**src/hw/rtl/ata_pic_pkg.sv**
```systemverilog
// Shared types, codes and constants of the ATA PIO command issuer.
// Used by ata_pic_front, ata_pic_queue, ata_pic_back and the top level.
// Depends on nothing else.
`timescale 1ns / 1ps

package ata_pic_pkg;

   // Configuration register indexes.
   localparam logic [2:0] CSR_PRESENT   = 3'd0;
   localparam logic [2:0] CSR_ATAPI     = 3'd1;
   localparam logic [2:0] CSR_LBA_CAP   = 3'd2;
   localparam logic [2:0] CSR_LOCATION  = 3'd3;
   localparam logic [2:0] CSR_SIZE_BASE = 3'd4;

   // Result status codes.
   localparam logic [1:0] ST_OK     = 2'd0;
   localparam logic [1:0] ST_ABSENT = 2'd1;
   localparam logic [1:0] ST_RANGE  = 2'd2;

   // Task-file targets.
   localparam logic [3:0] TGT_COUNT  = 4'd2;
   localparam logic [3:0] TGT_LBA0   = 4'd3;
   localparam logic [3:0] TGT_LBA1   = 4'd4;
   localparam logic [3:0] TGT_LBA2   = 4'd5;
   localparam logic [3:0] TGT_DEVSEL = 4'd6;
   localparam logic [3:0] TGT_CMD    = 4'd7;
   localparam logic [3:0] TGT_CTRL   = 4'd8;

   // Device control values and device select bases.
   localparam logic [7:0] CTRL_NIEN = 8'h02;
   localparam logic [7:0] CTRL_HOB  = 8'h82;
   localparam logic [7:0] SEL_CHS   = 8'hA0;
   localparam logic [7:0] SEL_LBA   = 8'hE0;

   // PIO commands.
   localparam logic [7:0] CMD_READ      = 8'h20;
   localparam logic [7:0] CMD_WRITE     = 8'h30;
   localparam logic [7:0] CMD_READ_EXT  = 8'h24;
   localparam logic [7:0] CMD_WRITE_EXT = 8'h34;

   // Addresses at or above this need the 48-bit command set.
   localparam logic [31:0] LBA48_START = 32'h1000_0000;

   // Division by 63 of a 28-bit address: q = (x * CHS_RECIP) >> CHS_SHIFT,
   // exact for every x below 2^28.
   localparam int          CHS_IN_W   = 28;
   localparam int          CHS_RCP_W  = 29;
   localparam int          CHS_PROD_W = CHS_IN_W + CHS_RCP_W;
   localparam int          CHS_SHIFT  = 34;
   localparam int          CHS_Q_W    = CHS_PROD_W - CHS_SHIFT;
   localparam logic [CHS_RCP_W-1:0] CHS_RECIP = 29'd272696337;

   // Sequencer step numbers of the write sequence.
   localparam int          STEP_W       = 5;
   localparam logic [STEP_W-1:0] STEP_SELECT = 5'd1;
   localparam logic [STEP_W-1:0] STEP_COUNT  = 5'd14;
   localparam logic [STEP_W-1:0] STEP_LAST   = 5'd18;

   // Queue between front and back.
   localparam int QUEUE_DEPTH = 4;
   localparam int QPTR_W      = $clog2(QUEUE_DEPTH);

   typedef enum logic [1:0] {
      MODE_CHS,
      MODE_LBA28,
      MODE_LBA48
   } mode_type;

   // One classified request, ready for the back end.
   typedef struct packed {
      logic [1:0] status;
      logic       has_writes;
      logic       lba48;
      logic       channel;
      logic [7:0] select;
      logic [7:0] count;
      logic [7:0] b0;
      logic [7:0] b1;
      logic [7:0] b2;
      logic [7:0] b3;
      logic [7:0] command;
   } desc_type;

   // One result word.
   typedef struct packed {
      logic [1:0] status;
      logic       write_valid;
      logic       channel;
      logic [3:0] target;
      logic [7:0] write_data;
      logic       last;
   } word_type;

   typedef struct packed {
      logic full;
      logic empty;
   } qstat_type;

   // Word emitted for a given step of a request. LBA48 runs steps 0 to 18;
   // the shorter sequences skip from the select step to the count step.
   function automatic word_type build_word(desc_type d, logic [STEP_W-1:0] step);
      word_type w;
      w = '0;
      if (!d.has_writes) begin
         w.status = d.status;
         w.last   = 1'b1;
      end else begin
         w.status      = ST_OK;
         w.write_valid = 1'b1;
         w.channel     = d.channel;
         unique case (step)
            5'd0, 5'd4, 5'd7, 5'd10, 5'd13: begin
               w.target     = TGT_CTRL;
               w.write_data = CTRL_NIEN;
            end
            5'd2, 5'd5, 5'd8, 5'd11: begin
               w.target     = TGT_CTRL;
               w.write_data = CTRL_HOB;
            end
            5'd1: begin
               w.target     = TGT_DEVSEL;
               w.write_data = d.select;
            end
            5'd3: w.target = TGT_COUNT;
            5'd6: begin
               w.target     = TGT_LBA0;
               w.write_data = d.b3;
            end
            5'd9:  w.target = TGT_LBA1;
            5'd12: w.target = TGT_LBA2;
            5'd14: begin
               w.target     = TGT_COUNT;
               w.write_data = d.count;
            end
            5'd15: begin
               w.target     = TGT_LBA0;
               w.write_data = d.b0;
            end
            5'd16: begin
               w.target     = TGT_LBA1;
               w.write_data = d.b1;
            end
            5'd17: begin
               w.target     = TGT_LBA2;
               w.write_data = d.b2;
            end
            5'd18: begin
               w.target     = TGT_CMD;
               w.write_data = d.command;
               w.last       = 1'b1;
            end
            default: w.target = TGT_CTRL;
         endcase
      end
      return w;
   endfunction

endpackage

```
**src/hw/rtl/ata_pic_front.sv**
```systemverilog
// Front end: configuration registers, request intake and classification.
// Produces one desc_type per request for the queue; uses ata_pic_pkg.
`timescale 1ns / 1ps

module ata_pic_front import ata_pic_pkg::*; #(
   parameter int DRIVE_COUNT = 4
) (
   input  logic        clock,
   input  logic        reset,
   input  logic        csr_we,
   input  logic [2:0]  csr_index,
   input  logic [31:0] csr_wdata,
   input  logic        req_valid,
   output logic        req_ready,
   input  logic        req_is_write,
   input  logic [1:0]  req_drive_index,
   input  logic [31:0] req_block_address,
   input  logic [7:0]  req_sector_count,
   output logic        push_valid,
   output desc_type    push_desc,
   input  logic        push_ready
);

   logic [3:0]  present_ff, atapi_ff, lba_cap_ff;
   logic [7:0]  location_ff;
   logic [31:0] size_ff [DRIVE_COUNT];

   always_ff @(posedge clock) begin
      if (reset) begin
         present_ff  <= '0;
         atapi_ff    <= '0;
         lba_cap_ff  <= '0;
         location_ff <= '0;
         for (int i = 0; i < DRIVE_COUNT; i++) size_ff[i] <= '0;
      end else if (csr_we) begin
         if (csr_index == CSR_PRESENT)  present_ff  <= csr_wdata[3:0];
         if (csr_index == CSR_ATAPI)    atapi_ff    <= csr_wdata[3:0];
         if (csr_index == CSR_LBA_CAP)  lba_cap_ff  <= csr_wdata[3:0];
         if (csr_index == CSR_LOCATION) location_ff <= csr_wdata[7:0];
         for (int i = 0; i < DRIVE_COUNT; i++) begin
            if (csr_index == CSR_SIZE_BASE + 3'(i)) size_ff[i] <= csr_wdata;
         end
      end
   end

   // Classification of the incoming request.
   logic [31:0] size_sel;
   logic [1:0]  loc_pair;
   logic        drive_ok, beyond;
   logic [1:0]  status_c;
   logic        writes_c;
   mode_type    mode_c;
   logic [CHS_PROD_W-1:0] prod_c;

   always_comb begin
      size_sel = '0;
      for (int i = 0; i < DRIVE_COUNT; i++) begin
         if (req_drive_index == 2'(i)) size_sel = size_ff[i];
      end
      drive_ok = ({1'b0, req_drive_index} < 3'(DRIVE_COUNT))
                 && present_ff[req_drive_index];
      beyond   = ({1'b0, req_block_address} + {25'b0, req_sector_count})
                 > {1'b0, size_sel};
      loc_pair = 2'(location_ff >> {req_drive_index, 1'b0});

      if (!drive_ok) begin
         status_c = ST_ABSENT;
         writes_c = 1'b0;
      end else if (atapi_ff[req_drive_index]) begin
         status_c = ST_OK;
         writes_c = 1'b0;
      end else if (beyond) begin
         status_c = ST_RANGE;
         writes_c = 1'b0;
      end else begin
         status_c = ST_OK;
         writes_c = 1'b1;
      end

      if (req_block_address >= LBA48_START) mode_c = MODE_LBA48;
      else if (lba_cap_ff[req_drive_index]) mode_c = MODE_LBA28;
      else                                  mode_c = MODE_CHS;

      prod_c = {{CHS_RCP_W{1'b0}}, req_block_address[CHS_IN_W-1:0]}
               * {{CHS_IN_W{1'b0}}, CHS_RECIP};
   end

   // Stage register after the multiply.
   logic                  a_vld_ff, a_vld_in;
   logic [1:0]            a_status_ff;
   logic                  a_writes_ff, a_ch_ff, a_slave_ff, a_wr_ff;
   mode_type              a_mode_ff;
   logic [7:0]            a_cnt_ff;
   logic [31:0]           a_lba_ff;
   logic [CHS_PROD_W-1:0] a_prod_ff;
   logic                  accept;

   assign req_ready  = !a_vld_ff || push_ready;
   assign accept     = req_valid && req_ready;
   assign push_valid = a_vld_ff;

   always_comb begin
      a_vld_in = a_vld_ff;
      if (accept)          a_vld_in = 1'b1;
      else if (push_ready) a_vld_in = 1'b0;
   end

   always_ff @(posedge clock) begin
      if (reset) a_vld_ff <= 1'b0;
      else       a_vld_ff <= a_vld_in;
   end

   always_ff @(posedge clock) begin
      if (accept) begin
         a_status_ff <= status_c;
         a_writes_ff <= writes_c;
         a_ch_ff     <= loc_pair[1];
         a_slave_ff  <= loc_pair[0];
         a_wr_ff     <= req_is_write;
         a_mode_ff   <= mode_c;
         a_cnt_ff    <= req_sector_count;
         a_lba_ff    <= req_block_address;
         a_prod_ff   <= prod_c;
      end
   end

   // CHS split: q = lba / 63, cylinder = q / 16, head = q mod 16.
   logic [CHS_Q_W-1:0] q;
   logic [5:0]         q63_low, rem;
   logic [3:0]         head;
   logic [7:0]         base_sel;

   always_comb begin
      q         = a_prod_ff[CHS_PROD_W-1:CHS_SHIFT];
      q63_low   = 6'({q[5:0], 6'b0} - {6'b0, q[5:0]});
      rem       = a_lba_ff[5:0] - q63_low;
      push_desc = '0;
      push_desc.status     = a_status_ff;
      push_desc.has_writes = a_writes_ff;
      push_desc.channel    = a_ch_ff;
      push_desc.count      = a_cnt_ff;
      push_desc.lba48      = (a_mode_ff == MODE_LBA48);
      head     = '0;
      base_sel = SEL_LBA;
      unique case (a_mode_ff)
         MODE_LBA48: begin
            push_desc.b0 = a_lba_ff[7:0];
            push_desc.b1 = a_lba_ff[15:8];
            push_desc.b2 = a_lba_ff[23:16];
            push_desc.b3 = a_lba_ff[31:24];
         end
         MODE_LBA28: begin
            push_desc.b0 = a_lba_ff[7:0];
            push_desc.b1 = a_lba_ff[15:8];
            push_desc.b2 = a_lba_ff[23:16];
            head         = a_lba_ff[27:24];
         end
         default: begin
            push_desc.b0 = {2'b0, rem} + 8'd1;
            push_desc.b1 = q[11:4];
            push_desc.b2 = q[19:12];
            head         = q[3:0];
            base_sel     = SEL_CHS;
         end
      endcase
      push_desc.select = base_sel | {3'b0, a_slave_ff, 4'b0} | {4'b0, head};
      if (a_mode_ff == MODE_LBA48)
         push_desc.command = a_wr_ff ? CMD_WRITE_EXT : CMD_READ_EXT;
      else
         push_desc.command = a_wr_ff ? CMD_WRITE : CMD_READ;
   end

endmodule

```
**src/hw/rtl/ata_pic_queue.sv**
```systemverilog
// Short descriptor queue that decouples the front end from the sequencer.
// Holds QUEUE_DEPTH entries of desc_type; uses ata_pic_pkg.
`timescale 1ns / 1ps

module ata_pic_queue import ata_pic_pkg::*; (
   input  logic      clock,
   input  logic      reset,
   input  logic      push_valid,
   input  desc_type  push_desc,
   input  logic      pop,
   output desc_type  head_desc,
   output qstat_type stat
);

   desc_type            entry_ff [QUEUE_DEPTH];
   logic [QPTR_W-1:0]   wr_ptr_ff, rd_ptr_ff;
   logic [QPTR_W:0]     count_ff, count_in;
   logic                do_push, do_pop;

   assign stat.full  = (count_ff == (QPTR_W+1)'(QUEUE_DEPTH));
   assign stat.empty = (count_ff == '0);
   assign do_push    = push_valid && !stat.full;
   assign do_pop     = pop && !stat.empty;
   assign head_desc  = entry_ff[rd_ptr_ff];

   always_comb begin
      count_in = count_ff;
      if (do_push && !do_pop)      count_in = count_ff + 1'b1;
      else if (do_pop && !do_push) count_in = count_ff - 1'b1;
   end

   always_ff @(posedge clock) begin
      if (reset) begin
         wr_ptr_ff <= '0;
         rd_ptr_ff <= '0;
         count_ff  <= '0;
      end else begin
         if (do_push) wr_ptr_ff <= wr_ptr_ff + 1'b1;
         if (do_pop)  rd_ptr_ff <= rd_ptr_ff + 1'b1;
         count_ff <= count_in;
      end
   end

   always_ff @(posedge clock) begin
      if (do_push) entry_ff[wr_ptr_ff] <= push_desc;
   end

endmodule

```
**src/hw/rtl/ata_pic_back.sv**
```systemverilog
// Back end: steps through the task-file write sequence of the head
// descriptor and holds the result word register; uses ata_pic_pkg.
`timescale 1ns / 1ps

module ata_pic_back import ata_pic_pkg::*; (
   input  logic       clock,
   input  logic       reset,
   input  logic       head_valid,
   input  desc_type   head_desc,
   output logic       pop,
   output logic       rsp_valid,
   input  logic       rsp_ready,
   output logic [1:0] rsp_status,
   output logic       rsp_write_valid,
   output logic       rsp_channel,
   output logic [3:0] rsp_target,
   output logic [7:0] rsp_write_data,
   output logic       rsp_last
);

   logic [STEP_W-1:0] step_ff, step_in;
   logic              valid_ff, valid_in;
   word_type          word_ff, word_c;
   logic              load;

   assign load   = head_valid && (!valid_ff || rsp_ready);
   assign word_c = build_word(head_desc, step_ff);
   assign pop    = load && word_c.last;

   always_comb begin
      step_in  = step_ff;
      valid_in = valid_ff;
      if (load) begin
         valid_in = 1'b1;
         if (word_c.last)
            step_in = '0;
         else if (step_ff == STEP_SELECT && !head_desc.lba48)
            step_in = STEP_COUNT;
         else
            step_in = step_ff + 1'b1;
      end else if (rsp_ready) begin
         valid_in = 1'b0;
      end
   end

   always_ff @(posedge clock) begin
      if (reset) begin
         step_ff  <= '0;
         valid_ff <= 1'b0;
      end else begin
         step_ff  <= step_in;
         valid_ff <= valid_in;
      end
   end

   always_ff @(posedge clock) begin
      if (load) word_ff <= word_c;
   end

   assign rsp_valid       = valid_ff;
   assign rsp_status      = word_ff.status;
   assign rsp_write_valid = word_ff.write_valid;
   assign rsp_channel     = word_ff.channel;
   assign rsp_target      = word_ff.target;
   assign rsp_write_data  = word_ff.write_data;
   assign rsp_last        = word_ff.last;

endmodule

```
**src/hw/rtl/ata_pio_command_issuer.sv**
```systemverilog
// Top level of the ATA PIO command issuer: front end, queue and sequencer.
// Depends on ata_pic_pkg, ata_pic_front, ata_pic_queue and ata_pic_back.
//
//   Channel  Direction  Handshake             Words
//   req_*    in         req_valid/req_ready   one read or write request
//   rsp_*    out        rsp_valid/rsp_ready   one task-file write or status
//   csr_*    in         csr_we                one configuration register
//
// An accepted LBA48 request yields 19 result words, an LBA28 or CHS request
// 7, and a rejected or ATAPI request a single word, one word per cycle from
// the sequencer's output register while rsp_ready is high. A request passes
// the stage behind the divide-by-63 multiply before it enters the queue, and
// the sequencer goes on to the next queued request without a gap. Reset is
// synchronous and clears configuration, queue and sequencer. A stalled
// rsp_ready holds the current word; the front keeps accepting until its
// stage and the four-entry queue are full.
`timescale 1ns / 1ps

module ata_pio_command_issuer import ata_pic_pkg::*; #(
   parameter int DRIVE_COUNT = 4
) (
   input  logic        clock,
   input  logic        reset,
   input  logic        csr_we,
   input  logic [2:0]  csr_index,
   input  logic [31:0] csr_wdata,
   input  logic        req_valid,
   output logic        req_ready,
   input  logic        req_is_write,
   input  logic [1:0]  req_drive_index,
   input  logic [31:0] req_block_address,
   input  logic [7:0]  req_sector_count,
   output logic        rsp_valid,
   input  logic        rsp_ready,
   output logic [1:0]  rsp_status,
   output logic        rsp_write_valid,
   output logic        rsp_channel,
   output logic [3:0]  rsp_target,
   output logic [7:0]  rsp_write_data,
   output logic        rsp_last
);

   logic      push_valid, pop;
   desc_type  push_desc, head_desc;
   qstat_type q_stat;

   // The front end classifies and converts the address; the queue lets it
   // run ahead while the sequencer is still emitting a long LBA48 sequence.
   ata_pic_front #(
      .DRIVE_COUNT(DRIVE_COUNT)
   ) u_front (
      .clock             (clock),
      .reset             (reset),
      .csr_we            (csr_we),
      .csr_index         (csr_index),
      .csr_wdata         (csr_wdata),
      .req_valid         (req_valid),
      .req_ready         (req_ready),
      .req_is_write      (req_is_write),
      .req_drive_index   (req_drive_index),
      .req_block_address (req_block_address),
      .req_sector_count  (req_sector_count),
      .push_valid        (push_valid),
      .push_desc         (push_desc),
      .push_ready        (!q_stat.full)
   );

   ata_pic_queue u_queue (
      .clock      (clock),
      .reset      (reset),
      .push_valid (push_valid),
      .push_desc  (push_desc),
      .pop        (pop),
      .head_desc  (head_desc),
      .stat       (q_stat)
   );

   // The sequencer pops a descriptor only with its final word.
   ata_pic_back u_back (
      .clock           (clock),
      .reset           (reset),
      .head_valid      (!q_stat.empty),
      .head_desc       (head_desc),
      .pop             (pop),
      .rsp_valid       (rsp_valid),
      .rsp_ready       (rsp_ready),
      .rsp_status      (rsp_status),
      .rsp_write_valid (rsp_write_valid),
      .rsp_channel     (rsp_channel),
      .rsp_target      (rsp_target),
      .rsp_write_data  (rsp_write_data),
      .rsp_last        (rsp_last)
   );

   // A word that is not the last of its request is always followed at once
   // by the next word of the same request, since its descriptor stays queued.
   assert property (@(posedge clock) disable iff (reset)
      rsp_valid && rsp_ready && !rsp_last |=> rsp_valid)
      else $error("sequence broke off before its last word");

   // Rejections and ATAPI answers are single words; writes carry status OK.
   assert property (@(posedge clock) disable iff (reset)
      rsp_valid && rsp_write_valid |-> rsp_status == ST_OK)
      else $error("register write carries a failure status");

   // The queue can never be full and empty at once.
   assert property (@(posedge clock) disable iff (reset)
      !(q_stat.full && q_stat.empty))
      else $error("queue occupancy inconsistent");

   // A request the front stage could not hand on keeps the input stalled.
   assert property (@(posedge clock) disable iff (reset)
      push_valid && q_stat.full |-> !req_ready)
      else $error("front accepted a request with nowhere to put it");

endmodule
```
**config.mk**
```make
export PLATFORM = sky130hd
export DESIGN_NAME = ata_pio_command_issuer
export DESIGN_NICKNAME = d
export VERILOG_FILES = /design/src/hw/rtl/ata_pic_pkg.sv /design/src/hw/rtl/ata_pic_front.sv /design/src/hw/rtl/ata_pic_queue.sv /design/src/hw/rtl/ata_pic_back.sv /design/src/hw/rtl/ata_pio_command_issuer.sv
export SDC_FILE = /design/constraint.sdc
export NUM_CORES = 1
export LEC_CHECK = 0
export BUFFER_PORTS_ARGS = -buffer_cell sky130_fd_sc_hd__buf_2
export CAP_MARGIN = 20
export CORE_MARGIN = 2
export CORE_UTILIZATION = 40
export CTS_CLUSTER_DIAMETER = 200
export CTS_CLUSTER_SIZE = 25
export DETAILED_ROUTE_END_ITERATION = 8
export GPL_TIMING_DRIVEN = 0
export HOLD_SLACK_MARGIN = 0.12
export PLACE_DENSITY = 0.68
export SLEW_MARGIN = 20
export SYNTH_ARGS = -nofsm -noshare
export SYNTH_HDL_FRONTEND = slang
export SYNTH_HIERARCHICAL = 1
export SYNTH_SLANG_ARGS = --single-unit
```
**constraint.sdc**
```tcl
create_clock -name clock -period 16.1 [get_ports clock]
set_clock_uncertainty 0.05 [all_clocks]
set_input_delay 3.22 -clock clock [delete_from_list [all_inputs] [get_ports clock]]
set_output_delay 3.22 -clock clock [all_outputs]
set_load 0.1 [all_outputs]
```
## After elaboration in Yosys (flattened, before gate mapping)

Memory sizes are Yosys's and may differ from the RTL's. A register that Yosys moved wholly into a read port is not among the register bits.
Index checks and enable logic that the tools add are counted.

| operators by class | value |
|---|---|
| bitwise operators | 7 |
| muxes and demuxes | 60 |
| multiply operators | 1 |
| $add $sub $neg | 9 |
| reductions and logical operators | 35 |
| shift-type cells | 1 |
| order comparisons | 3 |
| eq/ne operators | 32 |

Operator list:

| operator | count |
|---|---|
| two-way mux 32 bit | 8 |
| case mux 8 bit (9 select lines) | 1 |
| multiplier 28 x 29 -> 54 bit, second input constant | 1 |
| equality test 5 x 4 -> 1 bit, second input constant | 8 |
| adder 32 x 8 -> 33 bit | 1 |
| greater-than comparator 33 x 32 -> 1 bit | 1 |
| greater-or-equal comparator 32 x 29 -> 1 bit, second input constant | 1 |
| two-way mux 1 bit | 32 |
| two-way mux 24 bit | 1 |
| case mux 4 bit (6 select lines) | 1 |
| equality test 5 x 3 -> 1 bit, second input constant | 4 |
| two-way mux 5 bit | 4 |
| two-way mux 8 bit | 2 |
| equality test 3 bit, second input constant | 5 |
| equality test 5 bit, second input constant | 3 |
| two-way mux 14 bit | 1 |
| OR reduction 2 bit | 6 |
| equality test 5 x 2 -> 1 bit, second input constant | 2 |
| logical AND 1 bit | 8 |
| OR 8 x 4 -> 8 bit | 1 |
| OR 8 x 5 -> 8 bit | 1 |
| case mux 4 bit (2 select lines) | 1 |
| AND reduction 2 bit | 4 |
| >> shifter 8 x 3 -> 2 bit | 1 |
| 28 further kinds | 50 |

| storage, ports and cells | value |
|---|---|
| memory bits (writable) | 372 |
| bits of input ports | 83 |
| logic and storage cells | 176 |
| output and inout bits | 19 |
| register bits | 153 |
| memories | 2 |

Memory list:

| memory | words | bits a word | rd ports | clocked after memory_dff | wr ports | RTL line | RTL |
|---|---|---|---|---|---|---|---|
| u_queue.entry_ff | 4 | 61 | 1 | 1 | 1 | ata_pic_queue.sv:15 | `desc_type entry_ff [QUEUE_DEPTH];` |
| u_front.size_ff | 4 | 32 | 4 | 0 | 4 | ata_pic_front.sv:26 | `logic [31:0] size_ff [DRIVE_COUNT];` |

## Longest topological paths before layout

| depth | value |
|---|---|
| depth after elaboration | 8 |
| depth in mapped cells | 19 |
| depth with buffers taken out | 19 |

## By module

The synthesis kept the hierarchy.

By module, submodules not included:

| module | instances | cells an instance | area an instance (um^2) | sequential area each (um^2) |
|---|---|---|---|---|
| ata_pic_front | 1 | 1349 | 15770.1 | 6306.0 |
| ata_pic_queue | 1 | 367 | 9336.5 | 7507.2 |
| ata_pic_back | 1 | 158 | 1590.3 | 630.6 |
| ata_pio_command_issuer | 1 | 2 | 7.5 | 0.0 |

## Worst setup path after synthesis

Ideal clock, no wire load.

| timing path | value |
|---|---|
| path kind | input port to flip-flop |
| start point | in req_block_address[21] |
| end point | reg u_front.a_prod_ff[52] (data pin) |
| required time | 15789 ps |
| stages | 18 |
| setup slack | 8557 ps |
| setup time | 261 ps |
| arrival | 7232 ps |
| path buffers | 0 |
| path through | ha_1 > inv_1 > fa_1 > fa_1 > inv_1 > fa_1 > inv_1 > fa_1 > inv_1 > ha_1 > nand3_1 > nor2_1 > nand3_1 > o2111ai_1 > nor3_2 > o21ai_2 > and3_1 > a311o_1 |

| between the ends | value |
|---|---|
| longest elaborated chain between the ends | 1 |

Ends and longest elaborated chain:

| element | RTL line | RTL |
|---|---|---|
| start: declaration | ata_pio_command_issuer.sv:31 | `input logic [31:0] req_block_address,` |
| multiplier 28 x 29 -> 54 bit | ata_pic_front.sv:85 | `* {{CHS_IN_W{1'b0}}, CHS_RECIP};` |
| net u_front.prod_c[52] | ata_pic_front.sv:53 | `logic [CHS_PROD_W-1:0] prod_c;` |
| end signal: assignment | ata_pic_front.sv:123 | `a_prod_ff <= prod_c;` |
| end: declaration | ata_pic_front.sv:95 | `logic [CHS_PROD_W-1:0] a_prod_ff;` |

The timed path passes the listed nets, and every way through them passes these cells.
A chain may end at the register's enable or synchronous reset.

## Worst setup path after layout

Ends and elaborated chain as after synthesis.

==> flow_metrics.env <==
export IMPL_status="finished clean"
export IMPL_overflow=0
export IMPL_grt_pass1_vias=16155
export IMPL_ctsHtreeMaxLevel=1
export IMPL_post_dp_hpwl_mm=44.8
export IMPL_tightestPinTransition_ns=0.892
export IMPL_grt_max_degree=61
export IMPL_busiest_layer="met2"
export IMPL_crit_required_ns=16.37
export IMPL_drt_total_wl_mm=60.2
export IMPL_synth_cells=1876
export IMPL_setup_slack_ns=8.21
export IMPL_antenna_found_initial=9
export IMPL_row_count=94
export IMPL_syn_cell_area_um2=26700
export IMPL_avgRoutedWirePerCell_um=20.8
export IMPL_gr_usage_met1_pct=23.1
export IMPL_path_clk_slew_ns=0.10
export IMPL_coreArea_um2=66000
export IMPL_pre_cts_ws_ns=7.74
export IMPL_num_vias=15397
export IMPL_pin_count=102
export IMPL_cp_arrival_ns=8.16
export IMPL_drcViolationCount=0
export IMPL_hp_class="reg2reg"
export IMPL_synthToLayoutAreaGrowth_pct=9.30
export IMPL_placed_cells=2853
export IMPL_grt_util_met2_pct=31.2
export IMPL_die_w_um=262
export IMPL_die_h_um=262
export IMPL_post_cts_resized=0
export IMPL_antenna_diode_count=0
export IMPL_yosysUniqueCellTypes=79
export IMPL_finalSetupTns_ns=0
export IMPL_drt_pass1_iterations=7
export IMPL_met3_usage_pct=2.37
export IMPL_drive_above_1_share_pct=15.8
export IMPL_path_class="in2reg"
export IMPL_synth_yosys_seq_area_share_pct=54.1
export IMPL_powerDensity_nw_per_um2=128
export IMPL_yosys_warnings=6
export IMPL_start_kind="primary input"
export IMPL_cts_buffers_inserted=23
export IMPL_root_buffer="clkbuf_16"
export IMPL_finalHoldViolCount=0
export IMPL_ys_flop_type="edfxtp_1"
export IMPL_hold_buffers=0
export IMPL_timing_final_crit_period_ns=7.89
export IMPL_end_kind="flop"
export IMPL_postCtsSetupBuffers=0
export IMPL_antenna_left=0
export IMPL_vias_per_cell=5.32
export IMPL_max_freq_ghz=0.127
export IMPL_drtIter0Drc=1159
export IMPL_cts_tree="yes"
export IMPL_start_util_pct=40.5
export IMPL_die_area_um2=68800
export IMPL_cts_sinks=493
export IMPL_stdcell_count=2894
export IMPL_vdd_drop_max_v=0.0000810
export IMPL_ys_ff_latch=493
export IMPL_clkLatencyLatePin_ns=0.56
export IMPL_relSlewSlack_pct=40.5
export IMPL_fin_nets=2387
export IMPL_cap_viol_max_count=0
export IMPL_final_max_slew_violation_count=0
export IMPL_power_leakage_uw=0.0113
export IMPL_async_reset_ff_share_pct=0
export IMPL_avgSynthCellArea_um2=14.2
export IMPL_fillers=5837
export IMPL_fin_crit_sh_pct=49.0
export IMPL_routabilityCongestion=0.922
export IMPL_cts_buffer_depth=3
export IMPL_setup_viol=0
export IMPL_path_max_fanout=7
export IMPL_grt_pass1_wl_mm=94.3
export IMPL_synth_edff_count=457
export IMPL_grt_setup_unrepaired="no"
export IMPL_grt_usage_pct=17.6
export IMPL_io_buffer_count=98
where the power goes:
part / switching, uW / total, uW / internal, uW
logic: 898 / 1440 / 540
clock network: 381 / 656 / 274
registers: 50.5 / 1630 / 1580
flip-flops by register name, indices dropped and copies added, names as in the netlist, 5 cells and up, named ones only:
signal                 cells
u_queue/entry_ff         244
u_front/size_ff          128
u_back/rsp_write_data      8
u_back/step_ff             5
u_front/a_cnt_ff           8
u_front/location_ff        8
u_front/a_prod_ff         20
u_front/a_lba_ff          32
layout by cell type, fill, tap and decap left out, drive strengths merged, types with 5 or more instances in the layout:
cell	instances
xnor2	38
nand2	64
conb	8
xor2	26
o21ai	28
nand4	21
mux2	28
and2	143
a211oi	7
and4	5
a2111oi	5
inv	183
nand3	19
a22o	5
nor4	5
nand2b	10
mux2i	22
a221oi	7
buf	147
a21oi	84
a21o	37
nor3	18
edfxtp	457
clkbuf	75
nor2	73
mux4	98
fa	61
and3	14
ha	229
nor2b	11
a22oi	6
o21bai	5
dfxtp	36
synth_stat cells, types with 5 or more instances:
master	count	area, um^2
edfxtp_1	457	13700
ha_1	229	2870
inv_1	182	683
and2_1	143	895
mux4_2	98	2210
a21oi_1	84	420
nor2_1	70	263
nand2_1	64	240
fa_1	61	1220
xnor2_1	38	333
a21o_1	37	278
dfxtp_1	36	721
clkbuf_1	35	131
mux2_2	28	315
o21ai_0	26	130
xor2_1	26	228
mux2i_1	22	220
nand4_1	21	131
nand3_1	19	95.1
buf_2	16	80.1
nor3_1	16	80.1
and3_1	14	87.6
buf_4	13	97.6
nor2b_1	11	68.8
nand2b_1	10	62.6
a211oi_1	6	45.0
a221oi_1	6	52.6
a22oi_1	6	45.0
buf_12	6	120
a22o_1	5	43.8
and4_1	5	43.8
o21bai_1	5	37.5
logic make-up after synthesis:
logic type / share of synthesized area (%)
AOI/OAI and AO/OA: 5.74
adders and majority gates: 15.3
and+or+nand+nor: 8.18
DFF: 54.1
buffers and inverters: 4.29
other: 0.0281
xor gates and xnor gates: 2.10
muxes: 10.3
stage by stage:
step / cell area [um^2] / utilization [%] / hold slack (ns) / total power (uW)
global route: 29200 / 44.2 / 0.437 / 3940
CTS: 29200 / 44.2 / 0.414 / 3750
detailed placement: 28500 / 43.3 / 0.400 / 3090
finish: 29200 / 44.2 / 0.416 / 3720
floorplan: 26700 / - / 0.383 / 2720
global placement: 28300 / 42.9 / 0.390 / 3050
area by class of cell:
| class | count | area (um^2) | area share (%) |
|---|---|---|---|
| repair buffers | 107 | 708 | 2.43 |
| flip-flops and latches | 493 | 14400 | 49.5 |
| inverters | 182 | 683 | 2.34 |
| plain buffers | 75 | 463 | 1.59 |
| clock inverters | 1 | 8.76 | 0.0300 |
| clock buffers | 40 | 639 | 2.19 |
| well taps | 864 | 1080 | 3.70 |
| multi-input cells | 1132 | 11200 | 38.2 |
per-layer routing:
layer	up-vias	wire length [um]
li1	7197	-
met1	7757	26100
met2	348	30500
met3	77	2510
met4	18	1060
met5	-	113
critical path: stages:
cell and delay, ns:
buf_2 0.18, ha_1 0.35, inv_1 0.06, fa_1 0.51
fa_1 0.53, inv_1 0.07, fa_1 0.51, inv_1 0.06
fa_1 0.54, inv_1 0.05, ha_1 0.36, nand3_1 0.12
nor2_1 0.33, nand3_1 0.14, o2111ai_1 0.26, nor3_2 0.12
o21ai_2 0.32, a211oi_1 0.13, a311o_1 0.29
worst paths after layout:
kind / cells past startpoint / from / slack (ns) / endpoint
worst max-delay path: 19 / req_block_address[21] / 8.21 / u_front/a_prod_ff[52]
worst min register to register: 2 / u_front/location_ff[2] / 0.42 / u_front/location_ff[2]
worst max register to register: 13 / flop / 12.61 / u_queue/count_ff[2]
worst min-delay path: 2 / u_front/location_ff[2] / 0.42 / u_front/location_ff[2]
Power figures use the tool's default switching activity.
